==> src/hdl/wsfh_pkg.sv <==
package wsfh_pkg;

    localparam logic [7:0] FIN_MASK    = 8'h80;
    localparam logic [7:0] OPC_MASK    = 8'h0F;
    localparam logic [7:0] LEN_MASK    = 8'h7F;
    localparam logic [7:0] RSV_MASK    = 8'h70;
    localparam logic [6:0] LEN_CODE_16 = 7'd126;
    localparam logic [6:0] LEN_CODE_64 = 7'd127;

    localparam logic [3:0] POS_FIRST  = 4'd0;
    localparam logic [3:0] POS_SECOND = 4'd1;
    localparam logic [3:0] BASE_LEN   = 4'd2;
    localparam logic [3:0] KEY_LEN    = 4'd4;

    localparam logic [3:0] OPC_CONT  = 4'h0;
    localparam logic [3:0] OPC_TEXT  = 4'h1;
    localparam logic [3:0] OPC_BIN   = 4'h2;
    localparam logic [3:0] OPC_CLOSE = 4'h8;
    localparam logic [3:0] OPC_PING  = 4'h9;
    localparam logic [3:0] OPC_PONG  = 4'hA;

    typedef enum logic [1:0] {
        ST_OK  = 2'd0,
        ST_RSV = 2'd1,
        ST_OPC = 2'd2
    } t_status;

    typedef struct packed {
        logic [7:0] data_byte;
        logic       restart;
    } t_in_item;

    typedef struct packed {
        logic        fin;
        logic [3:0]  opcode;
        logic        masked;
        logic [63:0] data_len;
        logic [31:0] key_word;
        logic [3:0]  header_len;
        t_status     status;
    } t_result;

    function automatic logic [3:0] ext_len(input logic [7:0] second);
        logic [6:0] code;
        code = second[6:0];
        if (code == LEN_CODE_16) begin
            return 4'd2;
        end else if (code == LEN_CODE_64) begin
            return 4'd8;
        end
        return 4'd0;
    endfunction

    function automatic logic [3:0] hdr_len(input logic [7:0] second);
        return BASE_LEN + ext_len(second) + ((second & FIN_MASK) != 8'h00 ? KEY_LEN : 4'd0);
    endfunction

    function automatic logic opcode_known(input logic [3:0] op);
        return op == OPC_CONT || op == OPC_TEXT || op == OPC_BIN ||
               op == OPC_CLOSE || op == OPC_PING || op == OPC_PONG;
    endfunction

endpackage

==> src/hdl/wsfh_in_stage.sv <==
module wsfh_in_stage (
    input  logic               i_clk,
    input  logic               i_rst_n,
    input  logic               i_valid,
    output logic               o_ready,
    input  wsfh_pkg::t_in_item i_item,
    input  logic               i_advance,
    output logic               o_valid,
    output wsfh_pkg::t_in_item o_item
);

    logic               r_valid;
    logic               n_valid;
    wsfh_pkg::t_in_item r_item;
    logic               load;

    assign o_ready = !r_valid || i_advance;
    assign load    = i_valid && o_ready;

    always_comb begin
        n_valid = r_valid;
        if (load) begin
            n_valid = 1'b1;
        end else if (i_advance) begin
            n_valid = 1'b0;
        end
    end

    always_ff @(posedge i_clk) begin
        if (!i_rst_n) begin
            r_valid <= 1'b0;
        end else begin
            r_valid <= n_valid;
        end
    end

    always_ff @(posedge i_clk) begin
        if (load) begin
            r_item <= i_item;
        end
    end

    assign o_valid = r_valid;
    assign o_item  = r_item;

endmodule

==> src/hdl/wsfh_parse.sv <==
module wsfh_parse (
    input  logic               i_clk,
    input  logic               i_rst_n,
    input  logic               i_advance,
    input  wsfh_pkg::t_in_item i_item,
    output logic               o_emit,
    output wsfh_pkg::t_result  o_result
);

    logic [3:0]  r_pos;
    logic [3:0]  n_pos;
    logic [7:0]  r_first;
    logic [7:0]  n_first;
    logic [7:0]  r_second;
    logic [7:0]  n_second;
    logic [63:0] r_len;
    logic [63:0] n_len;
    logic [31:0] r_key;
    logic [31:0] n_key;
    logic [3:0]  pos_eff;
    logic [3:0]  pos_inc;
    logic        emit;

    assign pos_eff = i_item.restart ? wsfh_pkg::POS_FIRST : r_pos;
    assign pos_inc = pos_eff + 4'd1;

    always_comb begin
        n_pos    = r_pos;
        n_first  = r_first;
        n_second = r_second;
        n_len    = r_len;
        n_key    = r_key;
        emit     = 1'b0;
        priority if (pos_eff == wsfh_pkg::POS_FIRST) begin
            n_first  = i_item.data_byte;
            n_second = 8'h00;
            n_len    = 64'd0;
            n_key    = 32'd0;
            n_pos    = pos_inc;
        end else if (pos_eff == wsfh_pkg::POS_SECOND) begin
            n_second = i_item.data_byte;
            n_pos    = pos_inc;
            emit     = wsfh_pkg::hdr_len(i_item.data_byte) == wsfh_pkg::BASE_LEN;
        end else begin
            if (pos_eff < wsfh_pkg::BASE_LEN + wsfh_pkg::ext_len(r_second)) begin
                n_len = {r_len[55:0], i_item.data_byte};
            end else begin
                n_key = {r_key[23:0], i_item.data_byte};
            end
            n_pos = pos_inc;
            emit  = pos_inc >= wsfh_pkg::hdr_len(r_second);
        end
        if (emit) begin
            n_pos = wsfh_pkg::POS_FIRST;
        end
    end

    always_comb begin
        o_result.fin        = (n_first & wsfh_pkg::FIN_MASK) != 8'h00;
        o_result.opcode     = n_first[3:0];
        o_result.masked     = (n_second & wsfh_pkg::FIN_MASK) != 8'h00;
        o_result.data_len   = (n_second[6:0] < wsfh_pkg::LEN_CODE_16)
                            ? {57'd0, n_second[6:0]} : n_len;
        o_result.key_word   = o_result.masked ? n_key : 32'd0;
        o_result.header_len = wsfh_pkg::hdr_len(n_second);
        if ((n_first & wsfh_pkg::RSV_MASK) != 8'h00) begin
            o_result.status = wsfh_pkg::ST_RSV;
        end else if (!wsfh_pkg::opcode_known(n_first[3:0])) begin
            o_result.status = wsfh_pkg::ST_OPC;
        end else begin
            o_result.status = wsfh_pkg::ST_OK;
        end
    end

    assign o_emit = i_advance && emit;

    always_ff @(posedge i_clk) begin
        if (!i_rst_n) begin
            r_pos <= wsfh_pkg::POS_FIRST;
        end else if (i_advance) begin
            r_pos <= n_pos;
        end
    end

    always_ff @(posedge i_clk) begin
        if (i_advance) begin
            r_first  <= n_first;
            r_second <= n_second;
            r_len    <= n_len;
            r_key    <= n_key;
        end
    end

endmodule

==> src/hdl/wsfh_out_stage.sv <==
module wsfh_out_stage (
    input  logic              i_clk,
    input  logic              i_rst_n,
    input  logic              i_load,
    input  wsfh_pkg::t_result i_result,
    output logic              o_space,
    output logic              o_valid,
    input  logic              i_ready,
    output wsfh_pkg::t_result o_result
);

    logic              r_valid;
    logic              n_valid;
    wsfh_pkg::t_result r_result;

    assign o_space = !r_valid || i_ready;

    always_comb begin
        n_valid = r_valid;
        if (i_load) begin
            n_valid = 1'b1;
        end else if (i_ready) begin
            n_valid = 1'b0;
        end
    end

    always_ff @(posedge i_clk) begin
        if (!i_rst_n) begin
            r_valid <= 1'b0;
        end else begin
            r_valid <= n_valid;
        end
    end

    always_ff @(posedge i_clk) begin
        if (i_load) begin
            r_result <= i_result;
        end
    end

    assign o_valid  = r_valid;
    assign o_result = r_result;

endmodule

==> src/hdl/websocket_frame_header_parser.sv <==
// Channel  Handshake                 Payload
// in       i_in_valid / o_in_ready   i_data_byte, i_restart
// out      o_out_valid / i_out_ready o_fin, o_opcode, o_masked, o_data_len,
//                                    o_key_word, o_header_len, o_status
//
// One item per cycle while results are taken; a header's last byte passes the
// input register, then the result register, before o_out_valid rises.
// Reset is synchronous and active low; it returns the parser to a first byte.
// While a result waits, one more item is held in the input register, then
// o_in_ready drops until the result is taken.
module websocket_frame_header_parser (
    input  logic        i_clk,
    input  logic        i_rst_n,
    input  logic        i_in_valid,
    output logic        o_in_ready,
    input  logic [7:0]  i_data_byte,
    input  logic        i_restart,
    output logic        o_out_valid,
    input  logic        i_out_ready,
    output logic        o_fin,
    output logic [3:0]  o_opcode,
    output logic        o_masked,
    output logic [63:0] o_data_len,
    output logic [31:0] o_key_word,
    output logic [3:0]  o_header_len,
    output logic [1:0]  o_status
);

    wsfh_pkg::t_in_item in_item;
    wsfh_pkg::t_in_item stage_item;
    wsfh_pkg::t_result  parse_result;
    wsfh_pkg::t_result  out_result;
    logic               stage_valid;
    logic               out_space;
    logic               advance;
    logic               emit;

    assign in_item.data_byte = i_data_byte;
    assign in_item.restart   = i_restart;
    assign advance           = stage_valid && out_space;

    wsfh_in_stage u_in (
        .i_clk     (i_clk),
        .i_rst_n   (i_rst_n),
        .i_valid   (i_in_valid),
        .o_ready   (o_in_ready),
        .i_item    (in_item),
        .i_advance (advance),
        .o_valid   (stage_valid),
        .o_item    (stage_item)
    );

    wsfh_parse u_parse (
        .i_clk     (i_clk),
        .i_rst_n   (i_rst_n),
        .i_advance (advance),
        .i_item    (stage_item),
        .o_emit    (emit),
        .o_result  (parse_result)
    );

    wsfh_out_stage u_out (
        .i_clk    (i_clk),
        .i_rst_n  (i_rst_n),
        .i_load   (emit),
        .i_result (parse_result),
        .o_space  (out_space),
        .o_valid  (o_out_valid),
        .i_ready  (i_out_ready),
        .o_result (out_result)
    );

    assign o_fin        = out_result.fin;
    assign o_opcode     = out_result.opcode;
    assign o_masked     = out_result.masked;
    assign o_data_len   = out_result.data_len;
    assign o_key_word   = out_result.key_word;
    assign o_header_len = out_result.header_len;
    assign o_status     = out_result.status;

endmodule

==> config.mk <==
export PLATFORM = sky130hd
export DESIGN_NAME = websocket_frame_header_parser
export DESIGN_NICKNAME = d
export VERILOG_FILES = /design/src/hdl/wsfh_pkg.sv /design/src/hdl/wsfh_in_stage.sv /design/src/hdl/wsfh_parse.sv /design/src/hdl/wsfh_out_stage.sv /design/src/hdl/websocket_frame_header_parser.sv
export SDC_FILE = /design/constraint.sdc
export NUM_CORES = 1
export LEC_CHECK = 0
export ABC_AREA = 1
export BUFFER_PORTS_ARGS = -buffer_cell sky130_fd_sc_hd__buf_2
export CORE_ASPECT_RATIO = 1.25
export CORE_MARGIN = 5
export CORE_UTILIZATION = 30
export CTS_CLUSTER_DIAMETER = 100
export DETAILED_ROUTE_END_ITERATION = 10
export HOLD_SLACK_MARGIN = 0.05
export PLACE_DENSITY = 0.45
export SYNTH_ARGS = -nofsm -noshare
export SYNTH_HDL_FRONTEND = slang
export SYNTH_SLANG_ARGS = --single-unit
==> constraint.sdc <==
create_clock -name i_clk -period 7.59 [get_ports i_clk]
set_clock_uncertainty 0.1 [all_clocks]
set_input_delay 1.518 -clock i_clk [delete_from_list [all_inputs] [get_ports i_clk]]
set_output_delay 1.518 -clock i_clk [all_outputs]
set_load 0.01 [all_outputs]
Word-level counts from Yosys, hierarchy flattened
Index checks and enable logic that the tools add are counted.
Widths: inputs -> output; s select.
- register bits: 235
- latch bits: 0
- RAM bits: 0
- ROM bits: 0
- bits of input ports: 13
- output and inout port bits: 110
- logic and storage cells: 102
- memories: 0
- add/subtract/negate cells: 7
- multipliers: 0
- divide/modulo/power cells: 0
- magnitude comparators: 3
- eq/ne operators: 13
- shift-type cells: 0
- mux-type cells: 45
- bitwise operators: 0
- reductions and logical operators: 17
- operators with widths (cell ; number):
    $mux 64 ; 3
    $mux 32 ; 3
    $mux 4 ; 15
    $eq 7x7->1 const B ; 6
    $mux 8 ; 3
    $mux 1 ; 16
    $add 2x4->4 const A ; 3
    $add 4x4->4 ; 3
    $eq 4x4->1 const B ; 3
    $mux 3 ; 3
    $eq 4x1->1 const B ; 2
    $eq 4x2->1 const B ; 2
    $logic_not 4->1 ; 2
    $reduce_bool 8->1 ; 1
    $logic_or 1x1->1 ; 7
    $lt 7x7->1 const B ; 1
    $mux 7 ; 1
    $add 4x1->4 const B ; 1
    $ge 4x4->1 ; 1
    $lt 4x4->1 ; 1
    $reduce_bool 2->1 ; 2
    $logic_and 1x1->1 ; 3
    $logic_not 1->1 ; 2
    $mux 2 ; 1

Logic depth before layout (Yosys ltp)
- word-level depth: 15
- mapped depth: 16
- mapped depth without buffers: 14

By module
Synthesis repeated with hierarchy kept, for this count alone.
- cells, all modules: 1066
- area, all modules: 10857.9 µm²
- by module, submodules not included (module ; instances ; cells each ; area an instance (µm²) ; seq. area each (µm²)):
    wsfh_parse ; 1 ; 934 ; 7239.4 ; 3443.3
    wsfh_out_stage ; 1 ; 114 ; 3289.4 ; 3263.1
    wsfh_in_stage ; 1 ; 16 ; 321.6 ; 290.3
    websocket_frame_header_parser ; 1 ; 2 ; 7.5 ; 0.0

Worst setup path after synthesis
OpenSTA, ideal clock, no wires.
- path type: input -> register
- start: in i_out_ready
- end: reg u_out.r_result, in the netlist u_out.o_result[0], enable pin
- library setup time: 0.725 ns
- data arrival time: 5.927 ns
- setup slack: 0.838 ns
- cell stages on the path: 7
- buffers on the path: 0
- path through: inv_1 > nand2_1 > nand2_1 > clkinv_1 > nand3_1 > nand3b_1 > inv_1
- cells in the longest elaborated chain, start to end: 3
- ends and longest elaborated chain (item ; RTL line ; source):
    start: declaration ; websocket_frame_header_parser.sv:19 ; input logic i_out_ready,
    $logic_or 1x1->1 ; wsfh_out_stage.sv:16 ; assign o_space = !r_valid || i_ready;
    $logic_and 1x1->1 ; websocket_frame_header_parser.sv:40 ; assign advance = stage_valid && out_space;
    via advance ; websocket_frame_header_parser.sv:35 ; logic advance;
    $logic_and 1x1->1 ; wsfh_parse.sv:75 ; assign o_emit = i_advance && emit;
    via emit ; websocket_frame_header_parser.sv:36 ; logic emit;
    end signal: assignment ; wsfh_out_stage.sv:37 ; r_result <= i_result;
    end: declaration ; wsfh_out_stage.sv:14 ; wsfh_pkg::t_result r_result;
The timed path passes the listed nets, and every way through them passes these cells.
A chain may end at the register's enable or synchronous reset.

Worst setup path after layout
- start: in i_out_ready
- end: reg u_out.r_result, in the netlist u_out.o_result[65], enable pin
The elaborated chain is that of the path after synthesis.

==> impl_metrics.csv <==
group,metric,value,unit
routing,vias_per_cell,4.31,
min_path,hp-class,"reg2reg",
timing,worst_pin_slew,1.20,ns
placement,place_ws,2.68,ns
run,drv_cap,0,
clock_tree,cts_resized,0,
floorplan,rows,76,
floorplan,initial_core_util,30.5,%
yosys,ys_seq_area_share,66.1,%
layout,nets,1180,
pwr,p_leak,5.98,nW
pwr,p_per_area,243,mW/mm^2
global_routing,grt-ovfl-total,0,
routing,drc_errors,0,
placement,portBuffers,121,
min_path,whs_path_depth,2,
layout,drive_gt1_share,16.8,%
layout,multiInputGateArea,0.00243,sq mm
clock_tree,clockBufferDepth,3,
floorplan,io_pins,123,
timing,rsz0062_at_grt,"no",
clock_tree,cts_sinks,234,
worst_setup_path,r2r_cells,11,
clock_tree,htree_num_levels,1,
yosys,postSynthCellCount,1052,
clock_tree,numCtsBuffers,26,
worst_setup_path,critPathKind,"in2reg",
worst_setup_path,critPathCaptureType,"register",
layout,seq_area,0.00697,sq mm
placement,dp_hpwl,15.8,mm
worst_setup_path,critPathMaxFanout,73,
clock_tree,hold_buffers,0,
layout,utilization,35.7,%
timing,period_needed,4.25,ns
layout,fill_cells,3595,
routing,via_count,7095,
yosys,syn_nets,1073,
floorplan,fp.dieArea,0.0390,sq mm
timing,setup_viol,0,
clock_tree,cts_tree,"done",
timing,layout_setup_ws,3.34,ns
yosys,yosysUniqueCellTypes,29,
clock_tree,clk_latency,0.54,ns
routing,antenna_left,0,
timing,max-slew-margin-rel,19.6,%
yosys,syn_avg_cell_area,10.0,sq um
yosys,yosys_warnings,0,
global_routing,grt_pass1_wl,38.9,mm
pwr,ir_drop,0.000141,V
worst_setup_path,worst_setup_path_start_kind,"input port",
clock_tree,cts_root_buffer,"clkbuf_16",
routing,wl,24.9,mm
timing,fin_setup_tns,0,ns
floorplan,die_h,220,um
clock_tree,post_cts_buffers,0,
floorplan,core-area,0.0346,sq mm
timing,drv_slew,0,
status,outcome,"finished, final reports clean",
timing,finalHoldViolations,0,
layout,antenna_cells,0,
timing,max_freq,235,MHz
routing,drtIter0Drc,437,
global_routing,grt.total_usage,12.6,%
global_routing,grt_pass1_vias,7139,
routing,first_pass_iters,5,
worst_setup_path,arrival,4.34,ns
floorplan,die_w,178,um
layout,area_delta_synth_final,17.2,%
global_routing,grt_max_degree,74,
timing,fin_crit_sh,56.0,%
yosys,ys_ff_latch,234,
routing,post_drt_wl_per_cell,15.1,um
yosys,syn_area,0.0105,sq mm
clock_tree,cts.clk_slew.worst_paths,0.06,ns
global_routing,antenna_found_initial,0,
placement,gp_congestion,0.788,
worst_setup_path,worstPathRequired,7.68,ns
routing by layer:
metal	track usage, %	up-vias	routed length (um)
met4	3.95	0	515
met1	16.3	3352	11000
met2	21.3	154	12000
li1	-	3561	-
met5	0	-	0
met3	2.66	28	1360
state kept, by name (all words and copies together), names as in the netlist:
signal / count
u_parse.r_len: 64
u_parse.r_second: 8
u_in.o_valid: 1
u_out.o_valid: 1
u_in.o_item: 9
u_parse.r_pos: 4
u_parse.r_first: 8
u_out.o_result: 107
u_parse.r_key: 32
stage by stage:
stage               cell area [sq um]  instances  total power [mW]  hold slack, ns
CTS                             12400       1646              3.05           0.415
global placement                11500       1599              1.80           0.417
detailed placement              11500       1599              1.80           0.400
finish                          12400       1646              3.00           0.411
floorplan                       10500       1052              1.72           0.419
global route                    12400       1646              3.14           0.451
critical path, cell delays in order:
cell and delay [ns]:
buf_2 0.07, inv_1 0.04, nand2_1 0.07, nand2_1 0.11
inv_4 0.68, nand3_1 0.13, nand3b_1 0.35, inv_4 0.77
buf_4 0.53
final cells by class:
| type | instances | area share (%) |
|---|---|---|
| Clock buffer | 32 | 5.62 |
| Clock inverter | 15 | 1.02 |
| Inverter | 238 | 7.27 |
| Multi-Input combinational cell | 531 | 19.7 |
| Sequential cell | 234 | 56.4 |
| Tap cell | 468 | 4.74 |
| Timing Repair Buffer | 128 | 5.32 |
synthesized netlist by cell type:
| cell type | count | area share [%] |
|---|---|---|
| xnor2_1 | 2 | 0.17 |
| dfxtp_1 | 6 | 1.1 |
| clkinv_1 | 1 | 0.036 |
| nor3_2 | 1 | 0.095 |
| o21ai_0 | 13 | 0.62 |
| or2_2 | 4 | 0.24 |
| nand3_1 | 141 | 6.7 |
| conb_1 | 1 | 0.036 |
| clkbuf_1 | 12 | 0.43 |
| a21oi_1 | 11 | 0.52 |
| buf_2 | 18 | 0.85 |
| buf_4 | 2 | 0.14 |
| nand3_2 | 1 | 0.095 |
| ha_1 | 8 | 0.95 |
| buf_6 | 8 | 0.85 |
| nor3_1 | 1 | 0.047 |
| buf_1 | 9 | 0.32 |
| nor2_1 | 87 | 3.1 |
| nand2_1 | 226 | 8.0 |
| nand3b_1 | 1 | 0.071 |
| nor2_2 | 20 | 1.2 |
| nand2_2 | 1 | 0.059 |
| inv_1 | 237 | 8.4 |
| xor2_1 | 1 | 0.083 |
| edfxtp_1 | 228 | 65 |
| o2111ai_1 | 1 | 0.083 |
| nand4_1 | 9 | 0.53 |
| o21ai_4 | 1 | 0.15 |
| nand2_4 | 1 | 0.11 |
worst paths after layout:
check	startpoint	end	slack, ns
setup / recovery	i_out_ready	u_out.o_result[65]$_SDFFCE_PP0P_	3.34
setup reg to reg	u_in.o_item[0]$_DFFE_PP_	u_out.o_result[39]$_DFFE_PP_	3.40
hold / removal	u_out.o_valid$_SDFFE_PN0P_	u_out.o_valid$_SDFFE_PN0P_	0.41
hold reg to reg	u_out.o_valid$_SDFFE_PN0P_	u_out.o_valid$_SDFFE_PN0P_	0.41
cell families (layout without fill, tap and decap cells):
kind of cell / Yosys count / after routing / share of synthesized area, %
flops: 234 / 234 / 66.1
compound gates: 26 / 26 / 1.38
fa+ha+maj: 8 / 8 / 0.949
other cells: 1 / 1 / 0.0356
buf+inv: 287 / 413 / 11.1
xor+xnor: 3 / 3 / 0.249
simple gates: 493 / 493 / 20.3
layout by cell type (no fill, tap or decap), types with 2 or more instances in the layout:
cell type | Yosys | routed
clkinv_4 | 0 | 2
buf_4 | 2 | 7
clkbuf_16 | 0 | 27
nor2_2 | 20 | 20
nor2_1 | 87 | 87
nand3_1 | 141 | 139
inv_1 | 237 | 235
o21ai_0 | 13 | 13
xnor2_1 | 2 | 2
inv_4 | 0 | 2
ha_1 | 8 | 8
clkbuf_1 | 12 | 5
buf_2 | 18 | 121
clkinv_2 | 0 | 3
clkinv_1 | 1 | 7
bufinv_16 | 0 | 2
a21oi_1 | 11 | 11
nand4_1 | 9 | 9
edfxtp_1 | 228 | 228
nand2_1 | 226 | 225
nand2_4 | 1 | 2
nand3_2 | 1 | 3
or2_2 | 4 | 4
dfxtp_1 | 6 | 6
power breakdown:
group / internal (mW) / switching [mW]
Clock: 0.715 / 0.516
Sequential: 1.47 / 0.0135
Combinational: 0.0712 / 0.215
(Power assumes the default switching activity.)
